File: config.mk
export PLATFORM = sky130hd
export DESIGN_NAME = multicast_group_membership_table_flat
export DESIGN_NICKNAME = d
export VERILOG_FILES = /design/src/rtl/core/mcgt_pkg.sv /design/src/rtl/core/mcgt_req_if.sv /design/src/rtl/core/mcgt_rsp_if.sv /design/src/rtl/core/mcgt_ram.sv /design/src/rtl/core/mcgt_ctrl.sv /design/src/rtl/core/multicast_group_membership_table.sv /design/src/flat_wrapper.sv
export SDC_FILE = /design/constraint.sdc
export NUM_CORES = 1
export LEC_CHECK = 0
export ABC_AREA = 1
export BUFFER_PORTS_ARGS = -buffer_cell sky130_fd_sc_hd__buf_2
export CORE_ASPECT_RATIO = 1.1
export CORE_MARGIN = 2
export CORE_UTILIZATION = 50
export DETAILED_ROUTE_END_ITERATION = 10
export GPL_TIMING_DRIVEN = 0
export PLACE_DENSITY = 0.65
export SETUP_SLACK_MARGIN = 0.3
export SYNTH_ARGS = -nofsm -noshare
export SYNTH_HDL_FRONTEND = slang
export SYNTH_SLANG_ARGS = --single-unit
File: constraint.sdc
create_clock -name clk -period 7.2 [get_ports clk]
set_input_delay 0.72 -clock clk [delete_from_list [all_inputs] [get_ports clk]]
set_output_delay 0.72 -clock clk [all_outputs]
set_load 0.01 [all_outputs]
File: src/rtl/core/mcgt_pkg.sv
// Shared constants, codes and types for the multicast group membership table.
// No dependencies; every other file of the block but mcgt_ram imports this package.
package mcgt_pkg;

	localparam int TABLE_DEPTH = 32;
	localparam int ADDR_W      = (TABLE_DEPTH > 1) ? $clog2(TABLE_DEPTH) : 1;
	localparam int COUNT_W     = $clog2(TABLE_DEPTH + 1);
	localparam int REF_W       = 16;
	localparam int GADDR_W     = 32;
	localparam int OP_W        = 2;
	localparam int STATUS_W    = 2;
	localparam int CFG_IDX_W   = 1;
	localparam int CFG_DATA_W  = 6;
	localparam int MAXG_W      = 6;

	localparam logic [OP_W-1:0] OP_FIND  = 2'd0;
	localparam logic [OP_W-1:0] OP_JOIN  = 2'd1;
	localparam logic [OP_W-1:0] OP_LEAVE = 2'd2;
	localparam logic [OP_W-1:0] OP_NONE  = 2'd3;

	localparam logic [STATUS_W-1:0] ST_OK   = 2'd0;
	localparam logic [STATUS_W-1:0] ST_ERR  = 2'd1;
	localparam logic [STATUS_W-1:0] ST_FULL = 2'd2;

	localparam logic [CFG_IDX_W-1:0] CFG_ENABLED    = 1'd0;
	localparam logic [CFG_IDX_W-1:0] CFG_MAX_GROUPS = 1'd1;

	localparam logic [3:0]       CLASS_D_PREFIX = 4'hE;
	localparam logic [REF_W-1:0] REF_MAX        = {REF_W{1'b1}};

	typedef struct packed {
		logic [GADDR_W-1:0] gaddr;
		logic [REF_W-1:0]   refs;
	} entry_t;

	localparam int ENTRY_W = $bits(entry_t);

	typedef struct packed {
		logic               enabled;
		logic [COUNT_W-1:0] limit;
	} cfg_t;

	typedef struct packed {
		logic [STATUS_W-1:0] status;
		logic                is_member;
		logic                notify_nic;
		logic                send_report;
		logic                send_leave;
	} flags_t;

endpackage

File: src/rtl/core/mcgt_req_if.sv
// Request channel: valid/ready handshake carrying opcode and group address.
// Depends on mcgt_pkg for field widths.
interface mcgt_req_if;
	import mcgt_pkg::*;

	logic               valid;
	logic               ready;
	logic [OP_W-1:0]    opcode;
	logic [GADDR_W-1:0] group_addr;

	modport source (output valid, output opcode, output group_addr, input ready);
	modport sink   (input valid, input opcode, input group_addr, output ready);

endinterface

File: src/rtl/core/mcgt_rsp_if.sv
// Response channel: valid/ready handshake carrying status, flags and group count.
// Depends on mcgt_pkg for field widths.
interface mcgt_rsp_if;
	import mcgt_pkg::*;

	logic                valid;
	logic                ready;
	logic [STATUS_W-1:0] status;
	logic                is_member;
	logic                notify_nic;
	logic                send_report;
	logic                send_leave;
	logic [COUNT_W-1:0]  group_count_now;

	modport source (output valid, output status, output is_member, output notify_nic,
		output send_report, output send_leave, output group_count_now, input ready);
	modport sink   (input valid, input status, input is_member, input notify_nic,
		input send_report, input send_leave, input group_count_now, output ready);

endinterface

File: src/rtl/core/mcgt_ram.sv
// Generic single-port-write, single-port-read synchronous RAM, registered read.
// No dependencies.
module mcgt_ram #(
	parameter int DEPTH  = 32,
	parameter int WIDTH  = 48,
	parameter int ADDR_W = 5
) (
	input  logic              clk,
	input  logic              we,
	input  logic [ADDR_W-1:0] waddr,
	input  logic [WIDTH-1:0]  wdata,
	input  logic [ADDR_W-1:0] raddr,
	output logic [WIDTH-1:0]  rdata
);

	logic [WIDTH-1:0] mem [DEPTH];

	always_ff @(posedge clk) begin
		if (we) begin
			mem[waddr] <= wdata;
		end
	end

	always_ff @(posedge clk) begin
		rdata <= mem[raddr];
	end

endmodule

File: src/rtl/core/mcgt_ctrl.sv
// Sequencer for the group table: linear scan, in-place update, append and
// shift-down compaction over the entry RAM. Depends on mcgt_pkg.
module mcgt_ctrl (
	input  logic                     clk,
	input  logic                     arst_n,
	input  mcgt_pkg::cfg_t           cfg,
	input  logic                     in_valid,
	output logic                     in_ready,
	input  logic [mcgt_pkg::OP_W-1:0]    in_op,
	input  logic [mcgt_pkg::GADDR_W-1:0] in_addr,
	output logic                     res_valid,
	input  logic                     res_ready,
	output mcgt_pkg::flags_t         res_flags,
	output logic [mcgt_pkg::COUNT_W-1:0] res_count,
	output logic                     ram_we,
	output logic [mcgt_pkg::ADDR_W-1:0]  ram_waddr,
	output mcgt_pkg::entry_t         ram_wdata,
	output logic [mcgt_pkg::ADDR_W-1:0]  ram_raddr,
	input  mcgt_pkg::entry_t         ram_rdata
);
	import mcgt_pkg::*;

	localparam logic [2:0] S_IDLE = 3'd0;
	localparam logic [2:0] S_RD   = 3'd1;
	localparam logic [2:0] S_CMP  = 3'd2;
	localparam logic [2:0] S_SHR  = 3'd3;
	localparam logic [2:0] S_SHW  = 3'd4;
	localparam logic [2:0] S_DONE = 3'd5;

	logic [2:0]         state_q, state_d;
	logic [OP_W-1:0]    op_q;
	logic [GADDR_W-1:0] addr_q;
	logic [COUNT_W-1:0] idx_q, idx_d;
	logic [COUNT_W-1:0] count_q, count_d;
	flags_t             flags_q, flags_d;
	logic               class_d;
	logic [COUNT_W-1:0] idx_inc;

	assign class_d = (in_addr[GADDR_W-1 -: 4] == CLASS_D_PREFIX);
	assign idx_inc = idx_q + COUNT_W'(1);

	assign in_ready  = (state_q == S_IDLE);
	assign res_valid = (state_q == S_DONE);
	assign res_flags = flags_q;
	assign res_count = count_q;

	always_comb begin
		state_d   = state_q;
		idx_d     = idx_q;
		count_d   = count_q;
		flags_d   = flags_q;
		ram_we    = 1'b0;
		ram_waddr = idx_q[ADDR_W-1:0];
		ram_wdata = ram_rdata;
		ram_raddr = idx_q[ADDR_W-1:0];
		unique case (state_q)
			S_IDLE: begin
				if (in_valid) begin
					idx_d   = '0;
					flags_d = '{status: ST_OK, default: 1'b0};
					if (in_op == OP_NONE || (in_op != OP_FIND && (!class_d || !cfg.enabled))) begin
						flags_d.status = ST_ERR;
						state_d        = S_DONE;
					end else if (in_op == OP_FIND && !cfg.enabled) begin
						state_d = S_DONE;
					end else begin
						state_d = S_RD;
					end
				end
			end
			S_RD: begin
				if (idx_q == count_q) begin
					// scan exhausted: address is absent
					state_d = S_DONE;
					if (op_q == OP_LEAVE) begin
						flags_d.status = ST_ERR;
					end else if (op_q == OP_JOIN) begin
						if (count_q >= cfg.limit) begin
							flags_d.status = ST_FULL;
						end else begin
							ram_we              = 1'b1;
							ram_waddr           = count_q[ADDR_W-1:0];
							ram_wdata.gaddr     = addr_q;
							ram_wdata.refs      = REF_W'(1);
							count_d             = count_q + COUNT_W'(1);
							flags_d.notify_nic  = 1'b1;
							flags_d.send_report = 1'b1;
						end
					end
				end else begin
					state_d = S_CMP;
				end
			end
			S_CMP: begin
				if (ram_rdata.gaddr == addr_q) begin
					state_d = S_DONE;
					if (op_q == OP_FIND) begin
						flags_d.is_member = 1'b1;
					end else if (op_q == OP_JOIN) begin
						ram_we = 1'b1;
						if (ram_rdata.refs != REF_MAX) begin
							ram_wdata.refs = ram_rdata.refs + REF_W'(1);
						end
					end else begin
						flags_d.notify_nic = 1'b1;
						flags_d.send_leave = 1'b1;
						count_d            = count_q - COUNT_W'(1);
						if (idx_inc < count_q) begin
							state_d = S_SHR;
						end
					end
				end else begin
					idx_d   = idx_inc;
					state_d = S_RD;
				end
			end
			S_SHR: begin
				// fetch the entry above the hole
				ram_raddr = idx_inc[ADDR_W-1:0];
				state_d   = S_SHW;
			end
			S_SHW: begin
				ram_we = 1'b1;
				idx_d  = idx_inc;
				if (idx_inc < count_q) begin
					state_d = S_SHR;
				end else begin
					state_d = S_DONE;
				end
			end
			S_DONE: begin
				if (res_ready) begin
					state_d = S_IDLE;
				end
			end
			default: begin
				state_d = S_IDLE;
			end
		endcase
	end

	always_ff @(posedge clk or negedge arst_n) begin
		if (!arst_n) begin
			state_q <= S_IDLE;
			count_q <= '0;
		end else begin
			state_q <= state_d;
			count_q <= count_d;
		end
	end

	always_ff @(posedge clk) begin
		idx_q   <= idx_d;
		flags_q <= flags_d;
		if (state_q == S_IDLE && in_valid) begin
			op_q   <= in_op;
			addr_q <= in_addr;
		end
	end

`ifndef SYNTHESIS
	a_count_bound: assert property (@(posedge clk) disable iff (!arst_n)
		count_q <= COUNT_W'(TABLE_DEPTH))
		else $error("group count exceeds table depth");

	a_count_step: assert property (@(posedge clk) disable iff (!arst_n)
		(count_q == $past(count_q)) || (count_q == $past(count_q) + COUNT_W'(1))
		|| (count_q + COUNT_W'(1) == $past(count_q)))
		else $error("group count moved by more than one");

	a_write_in_range: assert property (@(posedge clk) disable iff (!arst_n)
		ram_we |-> ({1'b0, ram_waddr} <= {1'b0, count_q}))
		else $error("table write beyond the live entries");

	a_count_only_on_done: assert property (@(posedge clk) disable iff (!arst_n)
		(count_q != $past(count_q)) |-> (state_q == S_DONE || state_q == S_SHR))
		else $error("group count changed outside a finishing operation");
`endif

endmodule

File: src/rtl/core/multicast_group_membership_table.sv
// Multicast group membership table: config registers, output register, entry RAM.
// A rejected item, or a find while disabled, goes straight to its result; a lookup
// reads and compares the live entries in turn (states RD, CMP) until a hit or the end.
// A leave then shifts each later entry down a slot (SHR, SHW). One item at a time: the
// next is taken once the result has passed to the output register and the sequencer
// is back in idle. Reset clears control state, the group count and config (enabled,
// 32 groups); table contents stay undefined, no clear pass.
module multicast_group_membership_table (
	input  logic                              clk,
	input  logic                              arst_n,
	input  logic                              cfg_we,
	input  logic [mcgt_pkg::CFG_IDX_W-1:0]    cfg_index,
	input  logic [mcgt_pkg::CFG_DATA_W-1:0]   cfg_data,
	mcgt_req_if.sink                          req,
	mcgt_rsp_if.source                        rsp
);
	import mcgt_pkg::*;

	logic               enabled_q;
	logic [MAXG_W-1:0]  max_groups_q;
	cfg_t               cfg;
	logic               res_valid, res_ready;
	flags_t             res_flags;
	logic [COUNT_W-1:0] res_count;
	logic               out_valid_q;
	flags_t             out_flags_q;
	logic [COUNT_W-1:0] out_count_q;
	logic               ram_we;
	logic [ADDR_W-1:0]  ram_waddr, ram_raddr;
	entry_t             ram_wdata, ram_rdata;

	always_ff @(posedge clk or negedge arst_n) begin
		if (!arst_n) begin
			enabled_q    <= 1'b1;
			max_groups_q <= MAXG_W'(TABLE_DEPTH);
		end else if (cfg_we) begin
			unique case (cfg_index)
				CFG_ENABLED:    enabled_q    <= cfg_data[0];
				CFG_MAX_GROUPS: max_groups_q <= cfg_data[MAXG_W-1:0];
				default: ;
			endcase
		end
	end

	assign cfg.enabled = enabled_q;
	assign cfg.limit   = (max_groups_q > MAXG_W'(TABLE_DEPTH)) ? COUNT_W'(TABLE_DEPTH)
		: COUNT_W'(max_groups_q);

	mcgt_ctrl u_ctrl (
		.clk       (clk),
		.arst_n    (arst_n),
		.cfg       (cfg),
		.in_valid  (req.valid),
		.in_ready  (req.ready),
		.in_op     (req.opcode),
		.in_addr   (req.group_addr),
		.res_valid (res_valid),
		.res_ready (res_ready),
		.res_flags (res_flags),
		.res_count (res_count),
		.ram_we    (ram_we),
		.ram_waddr (ram_waddr),
		.ram_wdata (ram_wdata),
		.ram_raddr (ram_raddr),
		.ram_rdata (ram_rdata)
	);

	mcgt_ram #(
		.DEPTH  (TABLE_DEPTH),
		.WIDTH  (ENTRY_W),
		.ADDR_W (ADDR_W)
	) u_ram (
		.clk   (clk),
		.we    (ram_we),
		.waddr (ram_waddr),
		.wdata (ram_wdata),
		.raddr (ram_raddr),
		.rdata (ram_rdata)
	);

	// output register: take a finished result whenever the slot is free or draining
	assign res_ready = !out_valid_q || rsp.ready;

	always_ff @(posedge clk or negedge arst_n) begin
		if (!arst_n) begin
			out_valid_q <= 1'b0;
		end else if (res_ready) begin
			out_valid_q <= res_valid;
		end
	end

	always_ff @(posedge clk) begin
		if (res_ready && res_valid) begin
			out_flags_q <= res_flags;
			out_count_q <= res_count;
		end
	end

	assign rsp.valid           = out_valid_q;
	assign rsp.status          = out_flags_q.status;
	assign rsp.is_member       = out_flags_q.is_member;
	assign rsp.notify_nic      = out_flags_q.notify_nic;
	assign rsp.send_report     = out_flags_q.send_report;
	assign rsp.send_leave      = out_flags_q.send_leave;
	assign rsp.group_count_now = out_count_q;

endmodule

File: src/flat_wrapper.sv
// flat-port wrapper written by rule: the top's interface ports become plain ports
module multicast_group_membership_table_flat import mcgt_pkg::*;
  (clk, arst_n, cfg_we, cfg_index, cfg_data, req_valid, req_opcode, req_group_addr, req_ready, rsp_valid, rsp_status, rsp_is_member, rsp_notify_nic, rsp_send_report, rsp_send_leave, rsp_group_count_now, rsp_ready);
  mcgt_req_if req_i ();
  mcgt_rsp_if rsp_i ();
  input  logic clk;
  input  logic arst_n;
  input  logic cfg_we;
  input  logic [mcgt_pkg::CFG_IDX_W-1:0] cfg_index;
  input  logic [mcgt_pkg::CFG_DATA_W-1:0] cfg_data;
  input wire logic [$bits(req_i.valid)-1:0] req_valid;
  input wire logic [$bits(req_i.opcode)-1:0] req_opcode;
  input wire logic [$bits(req_i.group_addr)-1:0] req_group_addr;
  output wire logic [$bits(req_i.ready)-1:0] req_ready;
  output wire logic [$bits(rsp_i.valid)-1:0] rsp_valid;
  output wire logic [$bits(rsp_i.status)-1:0] rsp_status;
  output wire logic [$bits(rsp_i.is_member)-1:0] rsp_is_member;
  output wire logic [$bits(rsp_i.notify_nic)-1:0] rsp_notify_nic;
  output wire logic [$bits(rsp_i.send_report)-1:0] rsp_send_report;
  output wire logic [$bits(rsp_i.send_leave)-1:0] rsp_send_leave;
  output wire logic [$bits(rsp_i.group_count_now)-1:0] rsp_group_count_now;
  input wire logic [$bits(rsp_i.ready)-1:0] rsp_ready;
  assign req_i.valid = req_valid;
  assign req_i.opcode = req_opcode;
  assign req_i.group_addr = req_group_addr;
  assign req_ready = req_i.ready;
  assign rsp_valid = rsp_i.valid;
  assign rsp_status = rsp_i.status;
  assign rsp_is_member = rsp_i.is_member;
  assign rsp_notify_nic = rsp_i.notify_nic;
  assign rsp_send_report = rsp_i.send_report;
  assign rsp_send_leave = rsp_i.send_leave;
  assign rsp_group_count_now = rsp_i.group_count_now;
  assign rsp_i.ready = rsp_ready;
  multicast_group_membership_table u_core (.clk(clk), .arst_n(arst_n), .cfg_we(cfg_we), .cfg_index(cfg_index), .cfg_data(cfg_data), .req(req_i), .rsp(rsp_i));
endmodule
# --- Word-level counts from Yosys, hierarchy flattened ---
# Memory sizes are Yosys's and may differ from the RTL's. A register that Yosys moved wholly into a read port is not among the register bits.
# Cells that the tools add are included.
# Widths: inputs -> output; s select.
op_classes:
  eq_ne: 25
  shifts: 0
  n_reduce_logical: 29
  n_mul: 0
  n_mux: 68
  div_mod_pow: 0
  addsub: 4
  n_lt_le_gt_ge: 3
  bitwise: 1
ops:
  columns: ["cell", "n"]
  rows:
  - ["$mux 48", 4]
  - ["$mux 6", 11]
  - ["$mux 16", 4]
  - ["$eq 32x32->1", 1]
  - ["$mux 32", 1]
  - ["$pmux 16 s2", 1]
  - ["$mux 5", 6]
  - ["$mux 3", 9]
  - ["$ne 2x2->1 const B", 11]
  - ["$mux 2", 9]
  - ["$pmux 3 s6", 1]
  - ["$pmux 6 s3", 1]
  - ["$add 16x1->16 const B", 1]
  - ["$ne 16x16->1 const B", 1]
  - ["$mux 1", 14]
  - ["$add 6x1->6 const B", 2]
  - ["$pmux 6 s2", 1]
  - ["$reduce_and 5->1", 2]
  - ["$reduce_and 9->1", 1]
  - ["$reduce_and 8->1", 1]
  - ["$reduce_bool 2->1", 4]
  - ["$eq 3x2->1 const B", 2]
  - ["$eq 3x3->1 const B", 2]
  - ["$eq 6x6->1", 1]
  - ["23 further kinds", 39]
totals:
  rom_bits: 0
  reg_bits: 75
  input_bits: 46
  ramBits: 1536
  out_inout_bits: 14
  n_memories: 1
  word_cells: 150
  latch_bits: 0
memory_table:
  columns: ["name", "depth", "word_bits", "read_ports", "rd_ports_with_merged_regs", "write_ports", "line_no", "source"]
  rows:
  - ["u_core.u_ram.mem", 32, 48, 1, 1, 1, "mcgt_ram.sv:16", "logic [WIDTH-1:0] mem [DEPTH];"]

# --- Logic depth before layout (Yosys ltp) ---
# Gate-level depths: netlist (run 1).
logic_depth:
  ltp_word: 10
  depth_mapped: 17
  mapped_depth_nobuf: 16

# --- Cells and area by module ---
# From an unflattened synthesis (run 1), not the netlist that was laid out.
hier_totals:
  hier_cells: 6024
  hier_area_um2: 68548.2
modules_own_cells:
  columns: ["mod", "n_inst", "seq_area_each_um2", "cells_each", "area_per_inst_um2"]
  rows:
  - ["mcgt_ram", 1, 47085.2, 5279, 62969.1]
  - ["mcgt_ctrl", 1, 1606.5, 686, 4820.9]
  - ["multicast_group_membership_table", 1, 563.0, 59, 758.2]

# --- Worst setup path before layout (run 1) ---
# No wires, ideal clock.
synth_path:
  path_kind: "register -> register"
  startpoint: "register u_core.max_groups_q[2]"
  endpoint: "memory u_core.u_ram.mem[0][16], enable pin"
  n_path_buf: 0
  setup_slack_ps: 3355
  stages_incl_launch_ff: 15
  arrival_time_ps: 3423
  required_time_ps: 6779
  cell_sequence: "dfrtp_1 nor2_1 nand2_1 o21ai_0 and2_1 ha_1 o21ai_0 nand2_1 nand2_1 nand3b_1 nor2_1 nand2_2 nand3_2 nand3_2 nor2_1"
synth_via:
  elab_chain_len: 10
  word_cells_on_any_way: 15
  classes_between: "order compare: 2; mux: 13"
synth_rtl:
  columns: ["item", "line_no", "source"]
  rows:
  - ["start: declaration", "multicast_group_membership_table.sv:20", "logic [MAXG_W-1:0] max_groups_q;"]
  - ["start signal: assignment", "multicast_group_membership_table.sv:35", "max_groups_q <= MAXG_W'(TABLE_DEPTH);"]
  - ["start signal: assignment", "multicast_group_membership_table.sv:39", "CFG_MAX_GROUPS: max_groups_q <= cfg_data[MAXG_W-1:0];"]
  - ["$gt 6x6->1", "multicast_group_membership_table.sv:46", "assign cfg.limit = (max_groups_q > MAXG_W'(TABLE_DEPTH)) ? COUNT_W'(TABLE_DEPTH)"]
  - ["$mux 6 *", "multicast_group_membership_table.sv:46", null]
  - ["$ge 6x6->1 *", "mcgt_ctrl.sv:78", "if (count_q >= cfg.limit) begin"]
  - ["$mux 1", "mcgt_ctrl.sv:78", null]
  - ["$mux 1", "mcgt_ctrl.sv:77", "end else if (op_q == OP_JOIN) begin"]
  - ["$mux 1", "mcgt_ctrl.sv:75", "if (op_q == OP_LEAVE) begin"]
  - ["$mux 1", "mcgt_ctrl.sv:72", "if (idx_q == count_q) begin"]
  - ["$pmux 1 s3", "mcgt_ctrl.sv:56", "unique case (state_q)"]
  - ["$mux 1", "mcgt_ram.sv:19", "if (we) begin"]
  - ["$mux 1 (not written as such)", "mcgt_ram.sv:20", "mem[waddr] <= wdata;"]
  - ["end: declaration", "mcgt_ram.sv:16", null]
# Mark *: on every way between the ends. The rest lies on a longest branch, timed or not.

# --- Worst setup path after layout (run 1) ---
layout_path:
  startpoint: "register u_core.max_groups_q[4]"
  endpoint: "memory u_core.u_ram.mem[25][33], enable pin"
# Same word-level chain as after synthesis.

==> impl_metrics.py, run 1 <==
metrics = {
    "cts": {
        "cts-resized-gates": 0,
        "cts_buffers": 114,
        "cts_tree": "built",
        "clockBufferDepth": 3,
        "htreeDepth": 3,
        "insertion_delay_ns": 0.71,
        "clock-sinks": 1131,
        "cts_setup_buffers": 0,
        "clk_pin_slew_ns": 0.06,
        "cts-root-buf": "clkbuf_16",
        "cts_hold_buf": 1,
    },
    "synth": {
        "avgSynthCellArea_sq_um": 10.85,
        "ys_seq_area_share_pct": 69.39,
        "synth_edf_count": 1082,
        "synth_cell_types": 43,
        "syn_nets": 4526,
        "async_flop_share_pct": 1.503,
        "ys_seq_elements": 1131,
        "synthFlopType": "edfxtp_1",
        "synth_warnings": 0,
        "syn_inst": 4459,
        "post_synth_instance_area_sq_um": 48370,
    },
    "routing": {
        "via_count": 34510,
        "totalWireLength_um": 152400,
        "drtPass1Iterations": 8,
        "drc": 0,
        "route.met3.wl_um": 17340,
        "ant_nets": 0,
        "post_drt_wl_per_cell_um": 25.23,
        "drt-initial-drc-count": 5050,
        "met2WireLength_um": 68060,
        "vias_per_cell": 5.715,
        "wl_met1_um": 58880,
        "top_layer": "met4",
    },
    "run_status": {
        "status": "complete, no violations",
    },
    "final_layout": {
        "nets": 4745,
        "num-fill-cells": 7935,
        "flow.area_growth_from_synthesis_pct": 13.35,
        "fin_area_sq_um": 54830,
        "layout-drive-gt1-share_pct": 10.34,
        "multi_input_area_sq_um": 12260,
        "mostFrequentLayoutCell": "nand2_1",
        "regArea_sq_um": 33560,
        "layout_common_cells": "nand2_1, edfxtp_1, nand3_1",
    },
    "worst_setup_path": {
        "cp_top_family": "simple AND/OR/NAND/NOR gates",
        "rr_worst_depth": 15,
        "critPathCaptureType": "flop",
        "required_ns": 7.59,
        "cpPeakStageDelay_ns": 0.94,
        "path_depth": 15,
        "crit_type": "flop to flop",
        "path_cells": "nor2_1, nand2_1, o21ai_0, nand2_1, ha_1, nand2_1, a21oi_1, nor2_1, nand3b_1, nor2_1, nand2_2, nand3_2, nand3_2, nor2_4, buf_12",
        "critPathLaunchType": "flop",
        "critPathBufInv": 1,
        "critical-path-slowest-cell": "nor2_4",
        "arrival_ns": 5.43,
        "worstPathMaxFanout": 18,
    },
    "global_route": {
        "grt_pass1_wl_um": 215200,
        "overflow": 0,
        "grt_usage_pct": 30.53,
        "grt_max_degree": 33,
        "grt_antenna_before_repair": 0,
        "grt_pass1_vias": 31820,
    },
    "die": {
        "fp.dieH_um": 330.2,
        "core_area_sq_um": 95890,
        "rows": 119,
        "die_area_sq_um": 99240,
        "die_x_um": 300.5,
        "pin_count": 60,
        "initial_utilization_pct": 50.44,
    },
    "power_and_ir_drop": {
        "p_leak_uw": 0.02208,
        "vdd_drop_max_mv": 0.2899,
        "power_frac_comb_pct": 43.7,
        "power-per-cell-area_nw_per_um2": 463.0,
        "p_clk_share_pct": 21.7,
        "switchingPower_uw": 11150,
        "p_int_uw": 14240,
        "seq_power_share_pct": 34.6,
        "swShare_pct": 43.92,
    },
    "place": {
        "placed_cell_area_sq_um": 51390,
        "place.gp.congestion": 0.9357,
        "post-place-ws_ns": 2.327,
        "portBuffers": 59,
        "place_hpwl_um": 100900,
    },
    "sta": {
        "hold_viol": 0,
        "finalSetupTns_ns": 0,
        "setup_viol": 0,
        "worst_pin_slew_ns": 1.451,
        "drv_slew": 0,
        "min_period_ns": 5.039,
        "setup_ws_ns": 2.161,
        "fmax_mhz": 198.4,
        "fin_crit_sh_pct": 69.99,
        "rsz0062_at_grt": "no",
        "maxSlewHeadroom_pct": 3.280,
        "finalClockSkew_ns": 0.03207,
        "whs_ns": 0.1853,
    },
    "min_path": {
        "hold_class": "input port to flop",
        "worstHoldPathCells": 1,
    },
    "job": {
        "cap_violations": 0,
    },
}
[cell type report]
| type | instances | area share (%) |
|---|---|---|
| antenna | 1 | 0.004564 |
| buffer | 240 | 2.068 |
| clock buffer | 147 | 5.543 |
| clock inverter | 59 | 0.6573 |
| inverter | 458 | 3.136 |
| multi-input combinational | 2630 | 22.36 |
| sequential | 1131 | 61.21 |
| tap | 1270 | 2.898 |
| timing repair buffer | 103 | 2.122 |
[worst reg2reg max path, stage by stage, from the launching register on]
cell,delay (ns)
dfrtp_1,0.39
nor2_1,0.12
nand2_1,0.05
o21ai_0,0.21
nand2_1,0.10
ha_1,0.30
nand2_1,0.06
a21oi_1,0.05
nor2_1,0.24
nand3b_1,0.16
nor2_1,0.60
nand2_2,0.43
nand3_2,0.29
nand3_2,0.47
nor2_4,0.95
buf_12,0.28
[metrics by stage]
step / power (uW) / util (%) / cells
5_1_grt: 26330 / 57.17 / 6038
3_5_place_dp: 19620 / 53.59 / 5830
4_1_cts: 25070 / 57.15 / 6037
2_1_floorplan: 14960 / - / 4459
6_report: 25390 / 57.18 / 6039
3_3_place_gp: 19310 / 52.41 / 5788
[final timing paths]
check	start	endpoint	slack, ns
setup reg to reg	u_core.max_groups_q[4]	u_core.u_ram.mem[25][33]	2.16
hold reg to reg	u_core.u_ctrl.res_flags[3]	u_core.rsp.is_member	0.42
max in group asynchronous	arst_n	u_core.max_groups_q[5]	6.35
setup / recovery	u_core.max_groups_q[4]	u_core.u_ram.mem[25][33]	2.16
min in group asynchronous	arst_n	u_core.u_ctrl.state_q[0]	0.51
hold / removal	req_group_addr[8]	u_core.u_ctrl.addr_q[8]	0.19
[cells by family after synthesis]
| family | Yosys count | share of synthesized area [%] |
|---|---|---|
| buffers and inverters | 698 | 5.898 |
| AND/OR/NAND/NOR | 2424 | 21.40 |
| AO/OA/AOI/OAI | 152 | 2.137 |
| flip-flops | 1131 | 69.39 |
| multiplexers | 4 | 0.09312 |
| XOR/XNOR | 29 | 0.5251 |
| adder cells (fa/ha/maj) | 21 | 0.5588 |
[synth_stat cells, types with 2 or more instances]
master | count | area (sq um)
o21ai_0 | 29 | 145.1
nand3_2 | 5 | 50.05
nand3b_1 | 97 | 728.2
dfxtp_1 | 32 | 640.6
nor2_1 | 77 | 289.0
nor3_1 | 4 | 20.02
dfrtp_1 | 15 | 375.4
xnor2_1 | 23 | 201.4
or2_2 | 2 | 12.51
a211oi_1 | 3 | 22.52
nand4_1 | 5 | 31.28
inv_2 | 6 | 22.52
xor2_1 | 6 | 52.55
mux2_2 | 4 | 45.04
buf_2 | 165 | 825.8
edfxtp_1 | 1082 | 32490
o211ai_1 | 99 | 743.2
clkbuf_1 | 55 | 206.5
nand3_1 | 615 | 3078
buf_4 | 5 | 37.54
ha_1 | 20 | 250.2
dfstp_2 | 2 | 52.55
nand2_1 | 1610 | 6043
o21ai_1 | 2 | 10.01
a21oi_1 | 12 | 60.06
inv_1 | 452 | 1697
o21bai_1 | 2 | 15.01
buf_1 | 14 | 52.55
nand2_4 | 2 | 22.52
[routing by layer]
metal / vias up / GRT usage (%)
met4: 0 / 15.49
li1: 15390 / -
met1: 16520 / 42.07
met5: - / 0
met3: 390 / 5.742
met2: 2206 / 46.69
[state kept, by name (all words and copies together) (netlist names), 2 cells and up]
| name | cells |
|---|---|
| u_core.u_ram.mem | 1024 |
| u_core.u_ctrl.addr_q | 32 |
| u_core.u_ram.rdata | 32 |
| u_core.max_groups_q | 6 |
| u_core.rsp.group_count_now | 6 |
| u_core.u_ctrl.idx_q | 6 |
| u_core.u_ctrl.res_count | 6 |
| u_core.u_ctrl.res_flags | 6 |
| u_core.u_ctrl.state_q | 3 |
| u_core.rsp.status | 2 |
| u_core.u_ctrl.op_q | 2 |
[power by group through the flow]
stage          combinational (uW)  sequential (uW)  clock, uW
6_report                    11100             8790       5510
5_1_grt                     11700             8820       5780
2_1_floorplan                6140             8830          0
3_3_place_gp                10300             8980          0
3_5_place_dp                10700             8910          0
4_1_cts                     10700             8780       5540
Note: power is estimated with default switching activity, not from simulation.
==> run 2: changes to the inputs <==
==> constraint.sdc (replaced) <==
create_clock -name clk -period 4.9 [get_ports clk]
set_input_delay 0.49 -clock clk [delete_from_list [all_inputs] [get_ports clk]]
set_output_delay 0.49 -clock clk [all_outputs]
set_load 0.01 [all_outputs]
==> run 2 against run 1 <==
Sequential cell count stayed put; critical endpoint is now u_core.u_ram.mem[14][25]; clock power increased by 47%; die area did not move; routed wire length is 0.96% higher; maximum frequency is 12% higher; sequential share of layout area is 0.94 points lower; non-clock buffer count up 75; largest cell class unchanged.
==> impl_metrics.py, run 2 (synthesized netlist as in run 1, its figures left out) <==
metrics = {
    "final_layout": {
        "regMostFlops": "u_core.u_ram.mem",
        "mostFrequentLayoutCell": "nand2_1",
        "layout_common_cells": "nand2_1, edfxtp_1, nand3_1",
        "flow.area_growth_from_synthesis_pct": 15.12,
        "largest_reg_flops": 1024,
        "layout-drive-gt1-share_pct": 11.01,
        "layoutNonFillerInstCount": 6113,
        "antenna_cells": 0,
        "top_regs": "u_core.u_ram.mem (1024), u_core.u_ctrl.addr_q (32), u_core.u_ram.rdata (32)",
        "finalCoreUtilization_pct": 58.07,
        "nets": 4820,
    },
    "worst_setup_path": {
        "path_cells": "nor2_1, nand2_1, o21ai_0, nand2_1, ha_1, nand2_1, a21oi_1, nor2_1, nand3b_1, nor2_2, nand2_2, nand3_2, nand3_2, nor2_4, buf_12",
        "rr_startpoint": "u_core.max_groups_q[4]",
        "reg2reg_slack_ns": 0.41,
        "cp_top_family": "simple AND/OR/NAND/NOR gates",
        "crit_type": "flop to flop",
        "cp_common_cell": "nand2_1",
        "cpPeakStageDelay_ns": 0.62,
        "timing.rr.end": "u_core.u_ram.mem[14][25]",
        "critPathBufInv": 1,
        "arrival_ns": 4.87,
        "critPathLaunchType": "flop",
        "required_ns": 5.28,
        "worstPathMaxFanout": 21,
        "rr_worst_depth": 15,
        "critPathCaptureType": "flop",
        "critical-path-slowest-cell": "nor2_4",
    },
    "power_and_ir_drop": {
        "power_frac_comb_pct": 43.7,
        "p_leak_uw": 0.02248,
        "p_clk_share_pct": 21.7,
        "seq_power_share_pct": 34.5,
        "power-per-cell-area_nw_per_um2": 671.5,
        "p_int_uw": 20960,
        "switchingPower_uw": 16420,
        "swShare_pct": 43.93,
        "vdd_drop_max_mv": 0.4279,
    },
    "min_path": {
        "min_to": "u_core.max_groups_q[3]",
        "hp-start": "cfg_data[3]",
        "hold_class": "input port to flop",
        "worstHoldPathCells": 2,
    },
    "global_route": {
        "overflow": 0,
        "grt_max_degree": 33,
        "grt_usage_pct": 30.79,
        "grt_pass1_vias": 32320,
        "grt_antenna_before_repair": 0,
        "grt_pass1_wl_um": 217200,
    },
    "cts": {
        "cts_buffers": 114,
        "insertion_delay_ns": 0.71,
        "clock-sinks": 1131,
        "htreeDepth": 3,
        "clk_pin_slew_ns": 0.06,
        "cts_tree": "built",
        "cts-root-buf": "clkbuf_16",
        "clockBufferDepth": 3,
    },
    "sta": {
        "worst_pin_slew_ns": 1.448,
        "finalClockSkew_ns": 0.03020,
        "hold_viol": 0,
        "whs_ns": 0.03587,
        "setup_viol": 0,
        "maxSlewHeadroom_pct": 3.261,
        "fin_crit_sh_pct": 91.68,
        "fmax_mhz": 222.6,
        "drv_slew": 0,
        "min_period_ns": 4.492,
        "rsz0062_at_grt": "no",
        "setup_ws_ns": 0.4075,
    },
    "routing": {
        "route.met3.wl_um": 17900,
        "ant_nets": 0,
        "drtPass1Iterations": 6,
        "post_drt_wl_per_cell_um": 25.17,
        "drt-initial-drc-count": 4929,
        "vias_per_cell": 5.701,
        "totalWireLength_um": 153800,
        "wl_met1_um": 58940,
        "drc": 0,
        "met2WireLength_um": 68680,
        "top_layer": "met4",
        "via_count": 34850,
    },
    "place": {
        "post-place-ws_ns": 0.02697,
        "place_hpwl_um": 100900,
        "portBuffers": 59,
        "place.gp.congestion": 0.9357,
        "place_inst": 5830,
    },
    "die": {
        "pin_count": 60,
        "die_area_sq_um": 99240,
        "core_area_sq_um": 95890,
        "initial_utilization_pct": 50.44,
        "die_x_um": 300.5,
        "rows": 119,
        "fp.dieH_um": 330.2,
    },
    "job": {
        "cap_violations": 0,
    },
    "run_status": {
        "status": "complete, no violations",
    },
}
-- run 2: metal layers --
layer	vias up	track usage (%)
met3	417	5.735
met2	2237	47.21
met1	16670	42.26
met4	0	15.81
li1	15530	-
met5	-	0
-- run 2: layout make-up --
class,count,area (sq um)
flip-flops and latches,1131,33560
clock inverters,59,360.3
plain buffers,240,1134
inverters,458,1719
fillers,7823,40210
multi-input cells,2630,12260
repair buffers,178,2017
clock buffers,147,3039
well taps,1270,1589
-- run 2: repair_timing --
item / CTS / global route
resized for setup: 1 / 0
setup endpoints to repair: 509 / 0
setup buffers: 39 / 0
hold endpoints to repair: 51 / 0
hold buffers: 37 / 0
-- run 2: per-stage QoR --
step                power (uW)   TNS, ns  area [sq um]
finish                   37390         0         55680
global route             38760         0         55680
floorplan                21990         0         48370
detailed placement       28820         0         51390
global placement         28370  -2390.85         50250
CTS                      36890         0         55650
-- run 2: worst max-delay path by stage --
stage / startpoint / to / slack (ns) / cells after the start
2_1_floorplan: u_core.max_groups_q[2] / u_core.u_ram.mem[0][16] / 1.06 / 14
3_3_place_gp: u_core.max_groups_q[4] / u_core.u_ram.mem[31][29] / -2.18 / 14
3_5_place_dp: u_core.max_groups_q[4] / u_core.u_ram.mem[31][28] / 0.03 / 15
4_1_cts: u_core.max_groups_q[4] / u_core.u_ram.mem[13][18] / 0.54 / 15
5_1_grt: u_core.max_groups_q[4] / u_core.u_ram.mem[21][38] / 0.30 / 14
6_report: u_core.max_groups_q[4] / u_core.u_ram.mem[14][25] / 0.41 / 15
-- run 2: power by group through the flow --
stage | combinational, uW | sequential (uW) | clock [uW]
2_1_floorplan | 9010 | 13000 | 0
3_3_place_gp | 15200 | 13200 | 0
3_5_place_dp | 15700 | 13100 | 0
4_1_cts | 15800 | 12900 | 8140
5_1_grt | 17300 | 13000 | 8480
6_report | 16400 | 12900 | 8110
